$ cat config.mk
export PLATFORM = sky130hd
export DESIGN_NAME = bpd_cfg
export DESIGN_NICKNAME = d
export VERILOG_FILES = /design/src/bpd_pkg.sv /design/src/bpd_cfg.sv
export SDC_FILE = /design/constraint.sdc
export NUM_CORES = 1
export LEC_CHECK = 0
export ABC_AREA = 1
export BUFFER_PORTS_ARGS = -buffer_cell sky130_fd_sc_hd__buf_2
export CELL_PAD_IN_SITES_DETAIL_PLACEMENT = 1
export CELL_PAD_IN_SITES_GLOBAL_PLACEMENT = 1
export CORE_MARGIN = 4
export CORE_UTILIZATION = 41
export CTS_BUF_LIST = sky130_fd_sc_hd__clkbuf_4 sky130_fd_sc_hd__clkbuf_8
export DETAILED_ROUTE_END_ITERATION = 7
export GPL_ROUTABILITY_DRIVEN = 0
export HOLD_SLACK_MARGIN = 0.15
export PLACE_DENSITY = 0.94
export SYNTH_ARGS = -nofsm -noshare
export SYNTH_HDL_FRONTEND = slang
export SYNTH_SLANG_ARGS = --single-unit
$ cat constraint.sdc
create_clock -name clk -period 4.19 [get_ports clk]
set_input_delay 0.6285 -clock clk [delete_from_list [all_inputs] [get_ports clk]]
set_output_delay 0.6285 -clock clk [all_outputs]
set_load 0.01 [all_outputs]
$ cat src/bpd_pkg.sv
`default_nettype none
package bpd_pkg;

  localparam logic OP_DECODE = 1'b0;
  localparam logic OP_WRITE  = 1'b1;

  localparam int CFG_INDEX_BITS = 3;
  localparam logic [CFG_INDEX_BITS-1:0] REG_RED_MASK   = 3'd0;
  localparam logic [CFG_INDEX_BITS-1:0] REG_GREEN_MASK = 3'd1;
  localparam logic [CFG_INDEX_BITS-1:0] REG_BLUE_MASK  = 3'd2;
  localparam logic [CFG_INDEX_BITS-1:0] REG_DEPTH      = 3'd3;
  localparam logic [CFG_INDEX_BITS-1:0] REG_PAL_COUNT  = 3'd4;

  localparam logic [31:0] RED_MASK_RESET   = 32'h00ff_0000;
  localparam logic [31:0] GREEN_MASK_RESET = 32'h0000_ff00;
  localparam logic [31:0] BLUE_MASK_RESET  = 32'h0000_00ff;
  localparam logic [5:0]  DEPTH_RESET      = 6'd24;
  localparam logic [8:0]  PAL_COUNT_RESET  = 9'd0;

  localparam logic [5:0] DEPTH_MAX_INDEXED = 6'd8;
  localparam logic [5:0] DEPTH_16          = 6'd16;
  localparam logic [5:0] DEPTH_24          = 6'd24;
  localparam logic [5:0] DEPTH_32          = 6'd32;

  // Mask of one channel together with the bit position just above its
  // lowest run of ones; that position decides the alignment shift.
  typedef struct packed {
    logic [31:0] mask;
    logic [5:0]  top;
  } chan_cfg_t;

  typedef struct packed {
    chan_cfg_t red;
    chan_cfg_t green;
    chan_cfg_t blue;
  } color_cfg_t;

  // Adding the lowest set bit to the mask clears the lowest run of ones and
  // carries into the first zero above it. That carry bit is the only bit
  // set in the sum that is clear in the mask, so its index is a plain
  // one-hot encode.
  function automatic logic [5:0] chan_top(input logic [31:0] mask);
    logic [31:0] low_bit;
    logic [32:0] sum;
    logic [32:0] carry_bit;
    logic [5:0]  pos;
    low_bit   = mask & (~mask + 32'd1);
    sum       = {1'b0, mask} + {1'b0, low_bit};
    carry_bit = sum & ~{1'b0, mask};
    pos       = '0;
    for (int i = 0; i < 33; i++) begin
      if (carry_bit[i]) begin
        pos = pos | 6'(i);
      end
    end
    return pos;
  endfunction

endpackage
`default_nettype wire

$ cat src/bpd_cfg.sv
`default_nettype none
module bpd_cfg (
  input  wire logic                              clk,
  input  wire logic                              rst,
  input  wire logic                              write,
  input  wire logic [bpd_pkg::CFG_INDEX_BITS-1:0] index,
  input  wire logic [31:0]                       data,
  output      bpd_pkg::color_cfg_t               color,
  output      logic [5:0]                        depth,
  output      logic [8:0]                        pal_count
);
  import bpd_pkg::*;

  // The alignment position of each mask is worked out as the mask is
  // written, so the pixel path only has to shift.
  always_ff @(posedge clk) begin
    if (rst) begin
      color.red.mask   <= RED_MASK_RESET;
      color.red.top    <= chan_top(RED_MASK_RESET);
      color.green.mask <= GREEN_MASK_RESET;
      color.green.top  <= chan_top(GREEN_MASK_RESET);
      color.blue.mask  <= BLUE_MASK_RESET;
      color.blue.top   <= chan_top(BLUE_MASK_RESET);
      depth            <= DEPTH_RESET;
      pal_count        <= PAL_COUNT_RESET;
    end else if (write) begin
      case (index)
        REG_RED_MASK: begin
          color.red.mask <= data;
          color.red.top  <= chan_top(data);
        end
        REG_GREEN_MASK: begin
          color.green.mask <= data;
          color.green.top  <= chan_top(data);
        end
        REG_BLUE_MASK: begin
          color.blue.mask <= data;
          color.blue.top  <= chan_top(data);
        end
        REG_DEPTH:     depth     <= data[5:0];
        REG_PAL_COUNT: pal_count <= data[8:0];
        default: ;
      endcase
    end
  end

endmodule
`default_nettype wire

==> metrics.md <==
| Metric | Value |
|---|---|
| Yosys warns | 0 |
| Post-Route Skew | 0 ps |
| Max clock buf depth | 2 |
| Gr usage total | 29.18% |
| Global-route wire length before repair | 41.59 mm |
| Largest net degree at the start of global routing | 31 |
| Largest family of logic cells by synthesized area | simple AND/OR/NAND/NOR gates |
| CP required | 4520 ps |
| Filler Cell Count | 2,141 |
| Final worst slack | 1418 ps |
| Mapped Nets | 1,021 |
| FF-to-FF path depth | 2 |
| Critical Path, Cell by Cell | buf_2 -> inv_1 -> nand2_1 -> nand3_1 -> nand2_1 -> nand2_1 -> nand2_1 -> nand2_1 -> nand2_1 -> nand2_1 -> nand2_1 -> nand2_1 -> nand2_1 -> nor3_1 -> nand3_1 -> nor3_2 -> nand3_2 -> nand2_1 -> nand2_1 |
| Vias per Instance | 5.495 |
| Die Area | 0.01795 mm² |
| Area leader, netlist | dfxtp_1 |
| Most common cell after layout, fill and taps aside | nand2_1 |
| Compound-gate portion of the synthesized area | 14.07% |
| CTS sink cnt | 129 |
| Wirelength per Cell | 19.33 µm |
| Synth Cell Area | 0.006507 mm² |
| Crit share post-route | 66.16% |
| Hpwl dp | 19.92 mm |
| Area share of fa/ha/maj cells after synthesis | 0% |
| Core area | 0.01537 mm² |
| Number of global-route vias before repair | 7,752 |
| Commonest non-fill, non-tap cells in the layout | nand2_1, buf_2, dfxtp_1 |
| Worst R2R End | pal_count[8] |
| Effective utilization at floorplan | 42.34% |
| Post-Place Cell Area | 0.007510 mm² |
| Via count | 7,523 |
| CP max stage cell | nor3_1 |
| Pwr Density | 338.0 mW/mm² |
| Synth Area in XOR/XNOR | 0% |
| Hold Path Depth | 2 |
| Final core utilization | 51.53% |
| Hold Path Class | flop to flop |
| Cts repair resizes | 0 |
| Status | finished clean |
| Critical path peak fanout | 6 |
| EDFF count, synth | 0 |
| Asr flop ratio synth | 0% |
| Die Y | 134.0 µm |
| Total negative slack | 0 ps |
| # hold bufs at CTS | 0 |
| CTS buffer count | 17 |
| Critical Path AT | 3100 ps |
| Final net count | 1,184 |
| Leak Pwr | 3.894 nW |
| Worst skew pair latency | 440 ps |
| R2R setup slack | 3400 ps |
| Total Wirelength | 26.46 mm |
| Main synth FF type | dfxtp_1 |
| Grt total ovfl | 0 |
| Worst VDD drop | 0.2076 mV |
| Overall power | 2.677 mW |
| # H-tree levels | 4 |
| Post-CTS Setup Bufs | 0 |
| Site Rows | 45 |
| Largest stage delay, worst path | 240 ps |
| Ant diodes | 0 |
| Max_slew headroom | 42.29% |
| Max_cap viols | 0 |
| Area Overhead vs Synth | 21.71% |
| DRC | 0 |
| First-pass DRT Iterations | 5 |
| Critical path launch point | data[1] |
| CP endpoint kind | flop |
| Placed insts | 1,338 |
| Design Area, Final | 0.007920 mm² |
| Syn_area_per_cell | 6.620 µm² |
| Minimum clock period | 2772 ps |
| Mux contribution to synthesized area | 0% |
| Top-area cell type share of the netlist area | 39.68% |
| Fmax | 0.3607 GHz |
| Worst slack at placement | 1061 ps |
| CTS root buffer | clkbuf_8 |
| Library cells used by synthesis | 37 |
| Final Max Slew Viols | 0 |
| Cell count after synthesis | 983 |
| Worst-Margin Slew | 864.7 ps |
| Die Width | 134.0 µm |
| Post-route ant nets | 0 |
| Port buffer count | 166 |
| 1st-iter DRT viols | 567 |
| Startpoint Class | input pin |
| Layout cell share with drive strength beyond 1 | 23.92% |
| Seq/Total Area, Yosys | 39.68% |
| Crit Path Category | input pin to flop |
| I/O pin cnt | 167 |
| Initial antenna violation count | 0 |
| RSZ-0062 raised after global routing | no |
| Synth Area in Simple Gates | 38.30% |
| Hold Violations, Final | 0 |
| Post-Layout Cell Count | 1,369 |
| Cell mode on critical path | nand2_1 |
| Hold endpoint | color[1] |
| CTS tree | yes |
| Setup violators final | 0 |
| WHS | 455.5 ps |
| Hold path startpoint | color[1] |
| Clock-pin slew on the worst setup and hold paths | 70 ps |
| Worst r2r src | pal_count[8] |
| Flops & latches, synth | 129 |
| Synth area leaders | dfxtp_1, nand2_1, o21ai_0 |
-- cell usage after synthesis, drive strengths merged, types with 2 or more instances --
master  instances
nor2          145
nand4          12
nand3          63
nand2         308
clkbuf         21
inv            98
buf             7
and3            3
o21ai         104
dfxtp         129
o211ai          2
a21oi          61
nor3b           2
o22ai           4
nor3           12
nand3b          4
or2             2
-- worst max-delay path, delay by kind of cell --
| family | cells | cell delay (ps) |
|---|---|---|
| simple gates | 17 | 2140 |
| buf+inv | 2 | 340 |
-- kinds of logic (layout without fill, tap and decap cells) --
group / Yosys count / after routing
and+or+nand+nor: 551 / 551
AOI/OAI and AO/OA: 176 / 176
DFF: 129 / 129
buffers and inverters: 127 / 302
-- state kept, by name, indices dropped and copies added, names as in the netlist --
register / flops
depth: 6
pal_count: 9
color: 114
-- metal layers --
metal / track usage, % / up-vias / share of wire, % / wire (µm)
met5: 0 / - / 0 / 0
met4: 9.943 / 0 / 2.6 / 694
met3: 4.764 / 48 / 6.1 / 1619
met2: 51.07 / 307 / 49 / 13090
met1: 36.46 / 3683 / 42 / 11050
li1: - / 3485 / - / -
-- where the power goes --
| group | total, mW | internal, mW | switching, mW |
|---|---|---|---|
| sequential | 1.27 | 1.25 | 0.0189 |
| clock | 1.11 | 0.599 | 0.513 |
| combinational | 0.291 | 0.0789 | 0.212 |
| total | 2.68 | 1.93 | 0.744 |
-- worst max path at each step --
stage | end | cells past startpoint
6_report | color[41] | 19
5_1_grt | color[80] | 21
4_1_cts | color[41] | 19
3_5_place_dp | color[3] | 19
3_3_place_gp | color[80] | 21
2_1_floorplan | color[80] | 19
-- layout make-up --
class                           instances  area, µm²  share of cell area (%)
Clock inverter                         13      162.7                   2.054
Timing Repair Buffer                  172      875.8                   11.06
Sequential cell                       129       2582                   32.61
Multi-Input combinational cell        727       3416                   43.13
Inverter                               99      371.6                   4.692
Clock buffer                           18      247.7                   3.128
Tap cell                              211      264.0                   3.333
Power figures use the tool's default switching activity.
