[src/bpd_pkg.sv]
`default_nettype none
package bpd_pkg;

  localparam logic OP_DECODE = 1'b0;
  localparam logic OP_WRITE  = 1'b1;

  localparam int CFG_INDEX_BITS = 3;
  localparam logic [CFG_INDEX_BITS-1:0] REG_RED_MASK   = 3'd0;
  localparam logic [CFG_INDEX_BITS-1:0] REG_GREEN_MASK = 3'd1;
  localparam logic [CFG_INDEX_BITS-1:0] REG_BLUE_MASK  = 3'd2;
  localparam logic [CFG_INDEX_BITS-1:0] REG_DEPTH      = 3'd3;
  localparam logic [CFG_INDEX_BITS-1:0] REG_PAL_COUNT  = 3'd4;

  localparam logic [31:0] RED_MASK_RESET   = 32'h00ff_0000;
  localparam logic [31:0] GREEN_MASK_RESET = 32'h0000_ff00;
  localparam logic [31:0] BLUE_MASK_RESET  = 32'h0000_00ff;
  localparam logic [5:0]  DEPTH_RESET      = 6'd24;
  localparam logic [8:0]  PAL_COUNT_RESET  = 9'd0;

  localparam logic [5:0] DEPTH_MAX_INDEXED = 6'd8;
  localparam logic [5:0] DEPTH_16          = 6'd16;
  localparam logic [5:0] DEPTH_24          = 6'd24;
  localparam logic [5:0] DEPTH_32          = 6'd32;

  // Mask of one channel together with the bit position just above its
  // lowest run of ones; that position decides the alignment shift.
  typedef struct packed {
    logic [31:0] mask;
    logic [5:0]  top;
  } chan_cfg_t;

  typedef struct packed {
    chan_cfg_t red;
    chan_cfg_t green;
    chan_cfg_t blue;
  } color_cfg_t;

  // Adding the lowest set bit to the mask clears the lowest run of ones and
  // carries into the first zero above it. That carry bit is the only bit
  // set in the sum that is clear in the mask, so its index is a plain
  // one-hot encode.
  function automatic logic [5:0] chan_top(input logic [31:0] mask);
    logic [31:0] low_bit;
    logic [32:0] sum;
    logic [32:0] carry_bit;
    logic [5:0]  pos;
    low_bit   = mask & (~mask + 32'd1);
    sum       = {1'b0, mask} + {1'b0, low_bit};
    carry_bit = sum & ~{1'b0, mask};
    pos       = '0;
    for (int i = 0; i < 33; i++) begin
      if (carry_bit[i]) begin
        pos = pos | 6'(i);
      end
    end
    return pos;
  endfunction

endpackage
`default_nettype wire

[src/bpd_pack.sv]
`default_nettype none
module bpd_pack (
  input  wire logic [31:0]         word,
  input  wire bpd_pkg::color_cfg_t color,
  output      logic [31:0]         rgb
);
  import bpd_pkg::*;

  // Aligns the top bit of the channel's run of ones with bit 7.
  function automatic logic [31:0] extract(input logic [31:0] w, input chan_cfg_t c);
    logic [31:0] masked;
    logic [31:0] res;
    masked = w & c.mask;
    if (c.top > 6'd8) begin
      res = masked >> (c.top - 6'd8);
    end else begin
      res = masked << (6'd8 - c.top);
    end
    return res;
  endfunction

  logic [31:0] red;
  logic [31:0] green;
  logic [31:0] blue;

  always_comb begin
    red   = extract(word, color.red);
    green = extract(word, color.green);
    blue  = extract(word, color.blue);
    rgb   = (red << 16) | (green << 8) | blue;
  end

endmodule
`default_nettype wire

[config.mk]
export PLATFORM = sky130hd
export DESIGN_NAME = bpd_pack
export DESIGN_NICKNAME = d
export VERILOG_FILES = /design/src/bpd_pkg.sv /design/src/bpd_pack.sv
export SDC_FILE = /design/constraint.sdc
export NUM_CORES = 1
export LEC_CHECK = 0
export BUFFER_PORTS_ARGS = -buffer_cell sky130_fd_sc_hd__buf_2
export CAP_MARGIN = 25
export CORE_MARGIN = 2
export CORE_UTILIZATION = 25
export DETAILED_ROUTE_END_ITERATION = 10
export GPL_TIMING_DRIVEN = 0
export PLACE_DENSITY_LB_ADDON = 0.15
export SYNTH_ARGS = -nofsm -noshare
export SYNTH_HDL_FRONTEND = slang
export SYNTH_SLANG_ARGS = --single-unit
[constraint.sdc]
create_clock -name vclk -period 3.2
set_clock_uncertainty 0.05 [all_clocks]
set_input_delay 0 -clock vclk [all_inputs]
set_output_delay 0 -clock vclk [all_outputs]
set_load 0.1 [all_outputs]
==> results of run 1 <==
-- stage by stage --
step                      cell area, sq um  setup slack [ns]  hold WS, ns
after global routing                 12200            0.0111        0.826
final                                12200            0.0214        0.813
after global placement               11800            -0.881        0.798
after CTS                            12100           0.00277        0.781
after floorplan                      10300            -0.276        0.511
after detailed placement             11800            -0.915        0.775
-- critical path: cells and delay by family --
kind | cells | cell delay, ns
mux | 2 | 1.18
compound gates | 1 | 0.33
simple gates | 2 | 0.57
buf+inv | 4 | 1.03
-- cell families (layout without fill, tap and decap cells) --
| family | count (synthesis) | after routing | synth area share (%) |
|---|---|---|---|
| compound gates | 328 | 328 | 22.5 |
| buf+inv | 141 | 309 | 6.96 |
| simple gates | 603 | 603 | 31.8 |
| fa+ha+maj | 12 | 12 | 1.46 |
| xor+xnor | 13 | 13 | 1.33 |
| other cells | 0 | 1 | 0 |
| mux | 210 | 210 | 36.0 |
-- cells in the final DEF, fill, tap and decap left out, types with 23 or more instances in the layout --
cell type and count:
and2_1 84, buf_2 176, mux2i_1 61, a21oi_1 45, nand4_1 40, mux4_2 124, nor2_1 87, o21ai_0 59
nand3_1 62, clkbuf_1 30, o211ai_1 24, nand4b_1 37, nand2_1 160, nor3_1 23, o22ai_1 23, buf_4 42
-- final cells by class --
class	instances	share of cell area, %
multi-input combinational	1166	80.1
tap	532	5.45
timing repair buffer	176	8.16
antenna	1	0.0205
inverter	19	0.707
buffer	114	5.51
-- Yosys cell counts, drive strengths merged (7+ instances only) --
cell	n
buf	75
nor2b	15
a31oi	9
nor3	28
a2111oi	14
a211oi	20
or2	13
nand4b	37
and2	90
nor4	8
nand4	40
mux2i	66
nand2b	14
nand3	64
o32ai	10
nand2	160
inv	19
o21ai	65
nor2	87
xnor2	10
a221oi	12
o22ai	24
a21oi	48
mux2	19
nand4bb	10
o211ai	24
o21a	7
clkbuf	47
nand3b	9
mux4	125
a32oi	9
ha	12
a22oi	13
o221ai	10
-- report_power, final --
part           switching (W)     internal, W       total [W]  leakage, nW
combinational        0.00190        0.000889         0.00279         4.38
sequential                 0               0               0            0
clock                      0  0.000000000119  0.000000000119   0.00000480
total                0.00190        0.000889         0.00279         4.38
-- what timing repair did --
action	CTS	global route
pin swaps	6	6
endpoints found under the setup margin	31	30
hold endpoints to repair	0	0
resized for setup	81	43
setup buffers	2	8
-- worst max path at each step --
stage | end | start | slack, ns | depth (start not counted)
final | rgb[16] | color[1] | 0.02 | 9
after CTS | rgb[8] | color[0] | 0.003 | 14
after detailed placement | rgb[27] | color[0] | -0.92 | 12
after global routing | rgb[19] | color[39] | 0.01 | 13
after floorplan | rgb[2] | color[3] | -0.28 | 8
after global placement | rgb[27] | color[0] | -0.88 | 12
-- routing by layer --
| metal | GRT usage (%) | vias up |
|---|---|---|
| li1 | - | 5576 |
| met1 | 41.2 | 6711 |
| met2 | 45.8 | 923 |
| met3 | 4.95 | 131 |
| met4 | 13.4 | 2 |
| met5 | 0 | - |
==> results.toml, run 1 <==
[status]
status = "finished, final reports clean"

[yosys]
synthCells = 1307
synth.area.top_cells = "mux4_2, mux2i_1, nand2_1"
synth_top_area_share_pct = 27.2
synth_top_cell_by_area = "mux4_2"
yosysSeqAreaShare_pct = 0
ys_warn_count = 0
yosysUniqueCellTypes = 88
avgSynthCellArea_sq_um = 7.86
syn_area_sq_um = 10300
synth_fp_nets = 1465

[clock_tree]
hold_buffers = 0

[final_layout]
seq_cells = 0
layout.nets = 1635
final_cells = 2008
utilization_pct = 30.0
layout-drive-gt1-share_pct = 31.4
clockBufferCount = 0
multi_input_area_sq_um = 9780
fillers = 4491
area_growth_pct = 18.8
regArea_sq_um = 0

[floorplanning]
die_area_sq_um = 42700
chipWidth_um = 207
initial_core_util_pct = 25.3
rows = 74
die_h_um = 207
core_area_sq_um = 40600
io_pins = 178

[worst_hold_path]
holdCritPathClass = "in2out"
hold_path.startpoint = "color[7]"
holdPathStages = 6
worstHoldEndpoint = "rgb[1]"

[global_routing]
grt_pass1_vias = 12500
grt_max_degree = 20
grt_overflow = 0
grt_use_total_pct = 29.9
antenna_found_initial = 2
grt_pass1_wl_mm = 92.5

[drt]
drt_pass1_iterations = 6
dr.first_iter.drc_count = 1630
wl_met2_mm = 28.4
wl_per_cell_um = 32.5
drt-vias-per-instance = 6.64
dr_wl_met3_mm = 6.16
wl_met1_mm = 27.0
topRoutingLayerUsed = "met5"
drt-total-wl_mm = 65.3
ant_nets = 0
route.detailed.drc = 0
vias = 13300

[sta]
worst_slew_pin_slew_ns = 1.02
min_period_ns = 3.18
setup_viol = 0
finalSetupTns_ns = 0
relSlewSlack_pct = 31.7
hold_viol_final = 0
rsz0062_at_grt = "no"
drv_slew = 0
min_period_over_period_pct = 99.3
fmax_mhz = 315

[critical_path]
path_class = "in2out"
start_kind = "input pin"
endpoint_kind = "output port"
path_max_fanout = 10
crit_top_cell = "buf_4"
cp_data_arrival_time_ns = 3.13
cpMaxStageDelayCell = "mux2i_1"
cp_cell_sequence = "buf_4 > buf_4 > buf_2 > mux4_2 > mux2i_1 > nor3_2 > a21oi_1 > nand4_1 > buf_12"
slowest_delay_ns = 0.72
cp.required_ns = 3.15

[placement]
gp_congestion = 0.997
dpl.hpwl_mm = 54.7
dp_cells = 2005
port_buffers = 166

[power]
p_leak_nw = 4.38
max-vdd-ir-drop_mv = 0.143
total_power_w = 0.00279
power_density_nw_per_um2 = 228

[flow_run]
maxCapViolCount = 0
Power figures use the tool's default switching activity.
==> inputs of run 2 (changes only) <==
--- a/config.mk
+++ b/config.mk
@@ -6,11 +6,9 @@
 export NUM_CORES = 1
 export LEC_CHECK = 0
 export BUFFER_PORTS_ARGS = -buffer_cell sky130_fd_sc_hd__buf_2
-export CAP_MARGIN = 25
 export CORE_MARGIN = 2
 export CORE_UTILIZATION = 25
 export DETAILED_ROUTE_END_ITERATION = 10
-export GPL_TIMING_DRIVEN = 0
 export PLACE_DENSITY_LB_ADDON = 0.15
 export SYNTH_ARGS = -nofsm -noshare
 export SYNTH_HDL_FRONTEND = slang
==> results.toml, run 2 (synthesis gave the netlist of run 1 again) <==
[drt]
vias = 12700
drt-total-wl_mm = 61.5
drt-vias-per-instance = 6.37
wl_per_cell_um = 30.8
ant_nets = 0
route.detailed.drc = 0
dr.first_iter.drc_count = 1623
drt_pass1_iterations = 6

[floorplanning]
die_h_um = 207
io_pins = 178
core_area_sq_um = 40600
initial_core_util_pct = 25.3
chipWidth_um = 207
rows = 74
die_area_sq_um = 42700

[final_layout]
area_growth_pct = 19.5
layout.nets = 1623
multi_input_area_sq_um = 9580
clockBufferCount = 0
regArea_sq_um = 0
layout_commonest_cell = "buf_2"
final_cell_mix = "buf_2, nand2_1, mux4_2, buf_4, nor2_1"
seq_cells = 0
layout-drive-gt1-share_pct = 31.2
stdcell_area_sq_um = 12300
fillers = 4408

[critical_path]
slowest_delay_ns = 0.59
path_max_fanout = 29
path_class = "in2out"
path_buf_inv = 5
cp_data_arrival_time_ns = 2.98
cpMaxStageDelayCell = "mux4_2"
endpoint_kind = "output port"
start_kind = "input pin"
cp_cell_sequence = "buf_2 > inv_2 > ha_1 > buf_4 > buf_4 > mux4_2 > mux2i_1 > o21ai_0 > nor2_1 > or4_1 > buf_2"
cp_top_family = "buffers and inverters"
cp.required_ns = 3.15

[global_routing]
grt_use_total_pct = 28.2
grt_pass1_vias = 12200
grt_overflow = 0
antenna_found_initial = 1
grt_pass1_wl_mm = 87.3
grt_max_degree = 74

[sta]
worst_slack_ns = 0.170
finalSetupTns_ns = 0
min_period_ns = 3.03
drv_slew = 0
rsz0062_at_grt = "no"
relSlewSlack_pct = 27.2
hold_viol_final = 0
min_period_over_period_pct = 94.7
worst_slew_pin_slew_ns = 1.08
fmax_mhz = 330
setup_viol = 0

[placement]
dp_slack_ns = 0.267
dpl.hpwl_mm = 51.4
gp_congestion = 1.01
port_buffers = 178
place_area_sq_um = 12300

[clock_tree]
hold_buffers = 0
cts_resized = 0
cts_setup_buffers = 0

[worst_hold_path]
holdCritPathClass = "in2out"

[flow_run]
maxCapViolCount = 0

[status]
status = "finished, final reports clean"
## run 2: cell count changes in the layout (fill, tap and decap cells not counted), sizes merged
cell / previous run / this run
buf: 238 / 278
clkbuf: 52 / 0
## run 2: final timing paths
| check | startpoint | to | slack, ns | cells past startpoint |
|---|---|---|---|---|
| setup / recovery | color[39] | rgb[25] | 0.17 | 11 |
| hold / removal | color[7] | rgb[1] | 0.66 | 6 |
## run 2: per-stage QoR
stage               hold slack, ns  cells  utilization (%)
detailed placement           0.660   1995             30.2
floorplan                    0.511   1307                -
global placement             0.667   1995             30.2
global route                 0.694   1995             30.2
CTS                          0.666   1995             30.2
finish                       0.663   1996             30.2
## run 2: cell type report
cell class | instances | area share (%)
well taps | 532 | 5.43
repair buffers | 278 | 15.8
inverters | 19 | 0.622
multi-input cells | 1166 | 78.1
diodes | 1 | 0.0204
## run 2: metal layers
metal	vias up	wire length [um]	GRT usage [%]
met3	125	4120	2.39
met1	6289	25700	38.3
met4	2	5630	21.1
met5	-	13	0
met2	744	26000	41.6
li1	5546	-	-
==> inputs of run 3 (changes only) <==
--- a/config.mk
+++ b/config.mk
@@ -6,9 +6,11 @@
 export NUM_CORES = 1
 export LEC_CHECK = 0
 export BUFFER_PORTS_ARGS = -buffer_cell sky130_fd_sc_hd__buf_2
+export CORE_ASPECT_RATIO = 1.5
 export CORE_MARGIN = 2
-export CORE_UTILIZATION = 25
+export CORE_UTILIZATION = 43
 export DETAILED_ROUTE_END_ITERATION = 10
+export GPL_TIMING_DRIVEN = 1
 export PLACE_DENSITY_LB_ADDON = 0.15
 export SYNTH_ARGS = -nofsm -noshare
 export SYNTH_HDL_FRONTEND = slang
==> results.toml, run 3 (synthesis gave the netlist of run 1 again) <==
[status]
status = "finished, final reports clean"

[placement]
dp_cells = 1763
port_buffers = 178
dpl.hpwl_mm = 46.6
place_area_sq_um = 11800
gp_congestion = 1.10
dp_slack_ns = 0.199

[final_layout]
regArea_sq_um = 0
layout-drive-gt1-share_pct = 30.4
clockBufferCount = 0
final_cell_mix = "buf_2, nand2_1, mux4_2, nor2_1, and2_1"
fillers = 2430
stdcell_area_sq_um = 11800
layout.nets = 1604
area_growth_pct = 15.1
layout_commonest_cell = "buf_2"
seq_cells = 0
final_cells = 1765

[floorplanning]
core_area_sq_um = 23600
rows = 69
die_h_um = 193
io_pins = 178
initial_core_util_pct = 43.6
chipWidth_um = 130
die_area_sq_um = 25200

[global_routing]
antenna_found_initial = 5
grt_pass1_wl_mm = 83.0
grt_use_total_pct = 45.5
grt_max_degree = 82
grt_overflow = 0
grt_pass1_vias = 12100

[drt]
drt_pass1_iterations = 6
drt-vias-per-instance = 7.28
wl_per_cell_um = 33.1
vias = 12900
drt-total-wl_mm = 58.4
dr.first_iter.drc_count = 1515
route.detailed.drc = 0
ant_nets = 0

[critical_path]
cpMaxStageDelayCell = "a32oi_1"
cp_data_arrival_time_ns = 3.00
path_max_fanout = 29
start_kind = "input pin"
path_class = "in2out"
cp.required_ns = 3.15
endpoint_kind = "output port"
path_buf_inv = 5
cp_top_family = "buffers and inverters"
cp_cell_sequence = "buf_2 > inv_2 > buf_4 > ha_1 > buf_4 > nor2b_1 > a22oi_1 > a32oi_1 > a22oi_1 > nand3_1 > buf_2"
slowest_delay_ns = 0.67

[worst_hold_path]
holdCritPathClass = "in2out"
holdPathStages = 6
hold_path.startpoint = "color[6]"
worstHoldEndpoint = "rgb[1]"

[sta]
min_period_ns = 3.05
rsz0062_at_grt = "no"
worst_slack_ns = 0.149
worst_slew_pin_slew_ns = 1.28
setup_viol = 0
fmax_mhz = 328
hold_viol_final = 0
min_period_over_period_pct = 95.3
relSlewSlack_pct = 13.8
finalSetupTns_ns = 0
drv_slew = 0

[clock_tree]
hold_buffers = 0
cts_resized = 0
cts_setup_buffers = 0

[flow_run]
maxCapViolCount = 0
run 3: stage by stage:
stage / util [%] / hold slack, ns
6_report: 50.2 / 0.661
5_1_grt: 50.1 / 0.704
4_1_cts: 50.1 / 0.656
3_5_place_dp: 50.1 / 0.653
3_3_place_gp: 50.1 / 0.656
2_1_floorplan: - / 0.511
run 3: worst max-delay path by stage:
stage,start,to,slack (ns),cells past startpoint
after floorplan,color[3],rgb[2],-0.28,8
after detailed placement,color[79],rgb[16],0.20,10
after CTS,color[79],rgb[16],0.19,10
final,color[41],rgb[20],0.15,11
after global routing,color[41],rgb[20],0.10,11
after global placement,color[0],rgb[17],0.24,10
run 3: per-layer routing:
metal  routed length [um]  global-route usage [%]  up-vias
met5                   13                       0        -
met4                 6360                    37.0        2
met3                 5810                    12.9      227
met2                26300                    69.3      842
met1                19900                    52.2     6267
li1                     -                       -     5514
run 3: final cells by class:
cell class / instances / area [sq um] / area share [%]
well taps: 319 / 399 / 3.38
repair buffers: 259 / 1750 / 14.8
multi-input cells: 1166 / 9590 / 81.1
inverters: 19 / 76.3 / 0.646
diodes: 2 / 5.00 / 0.0423
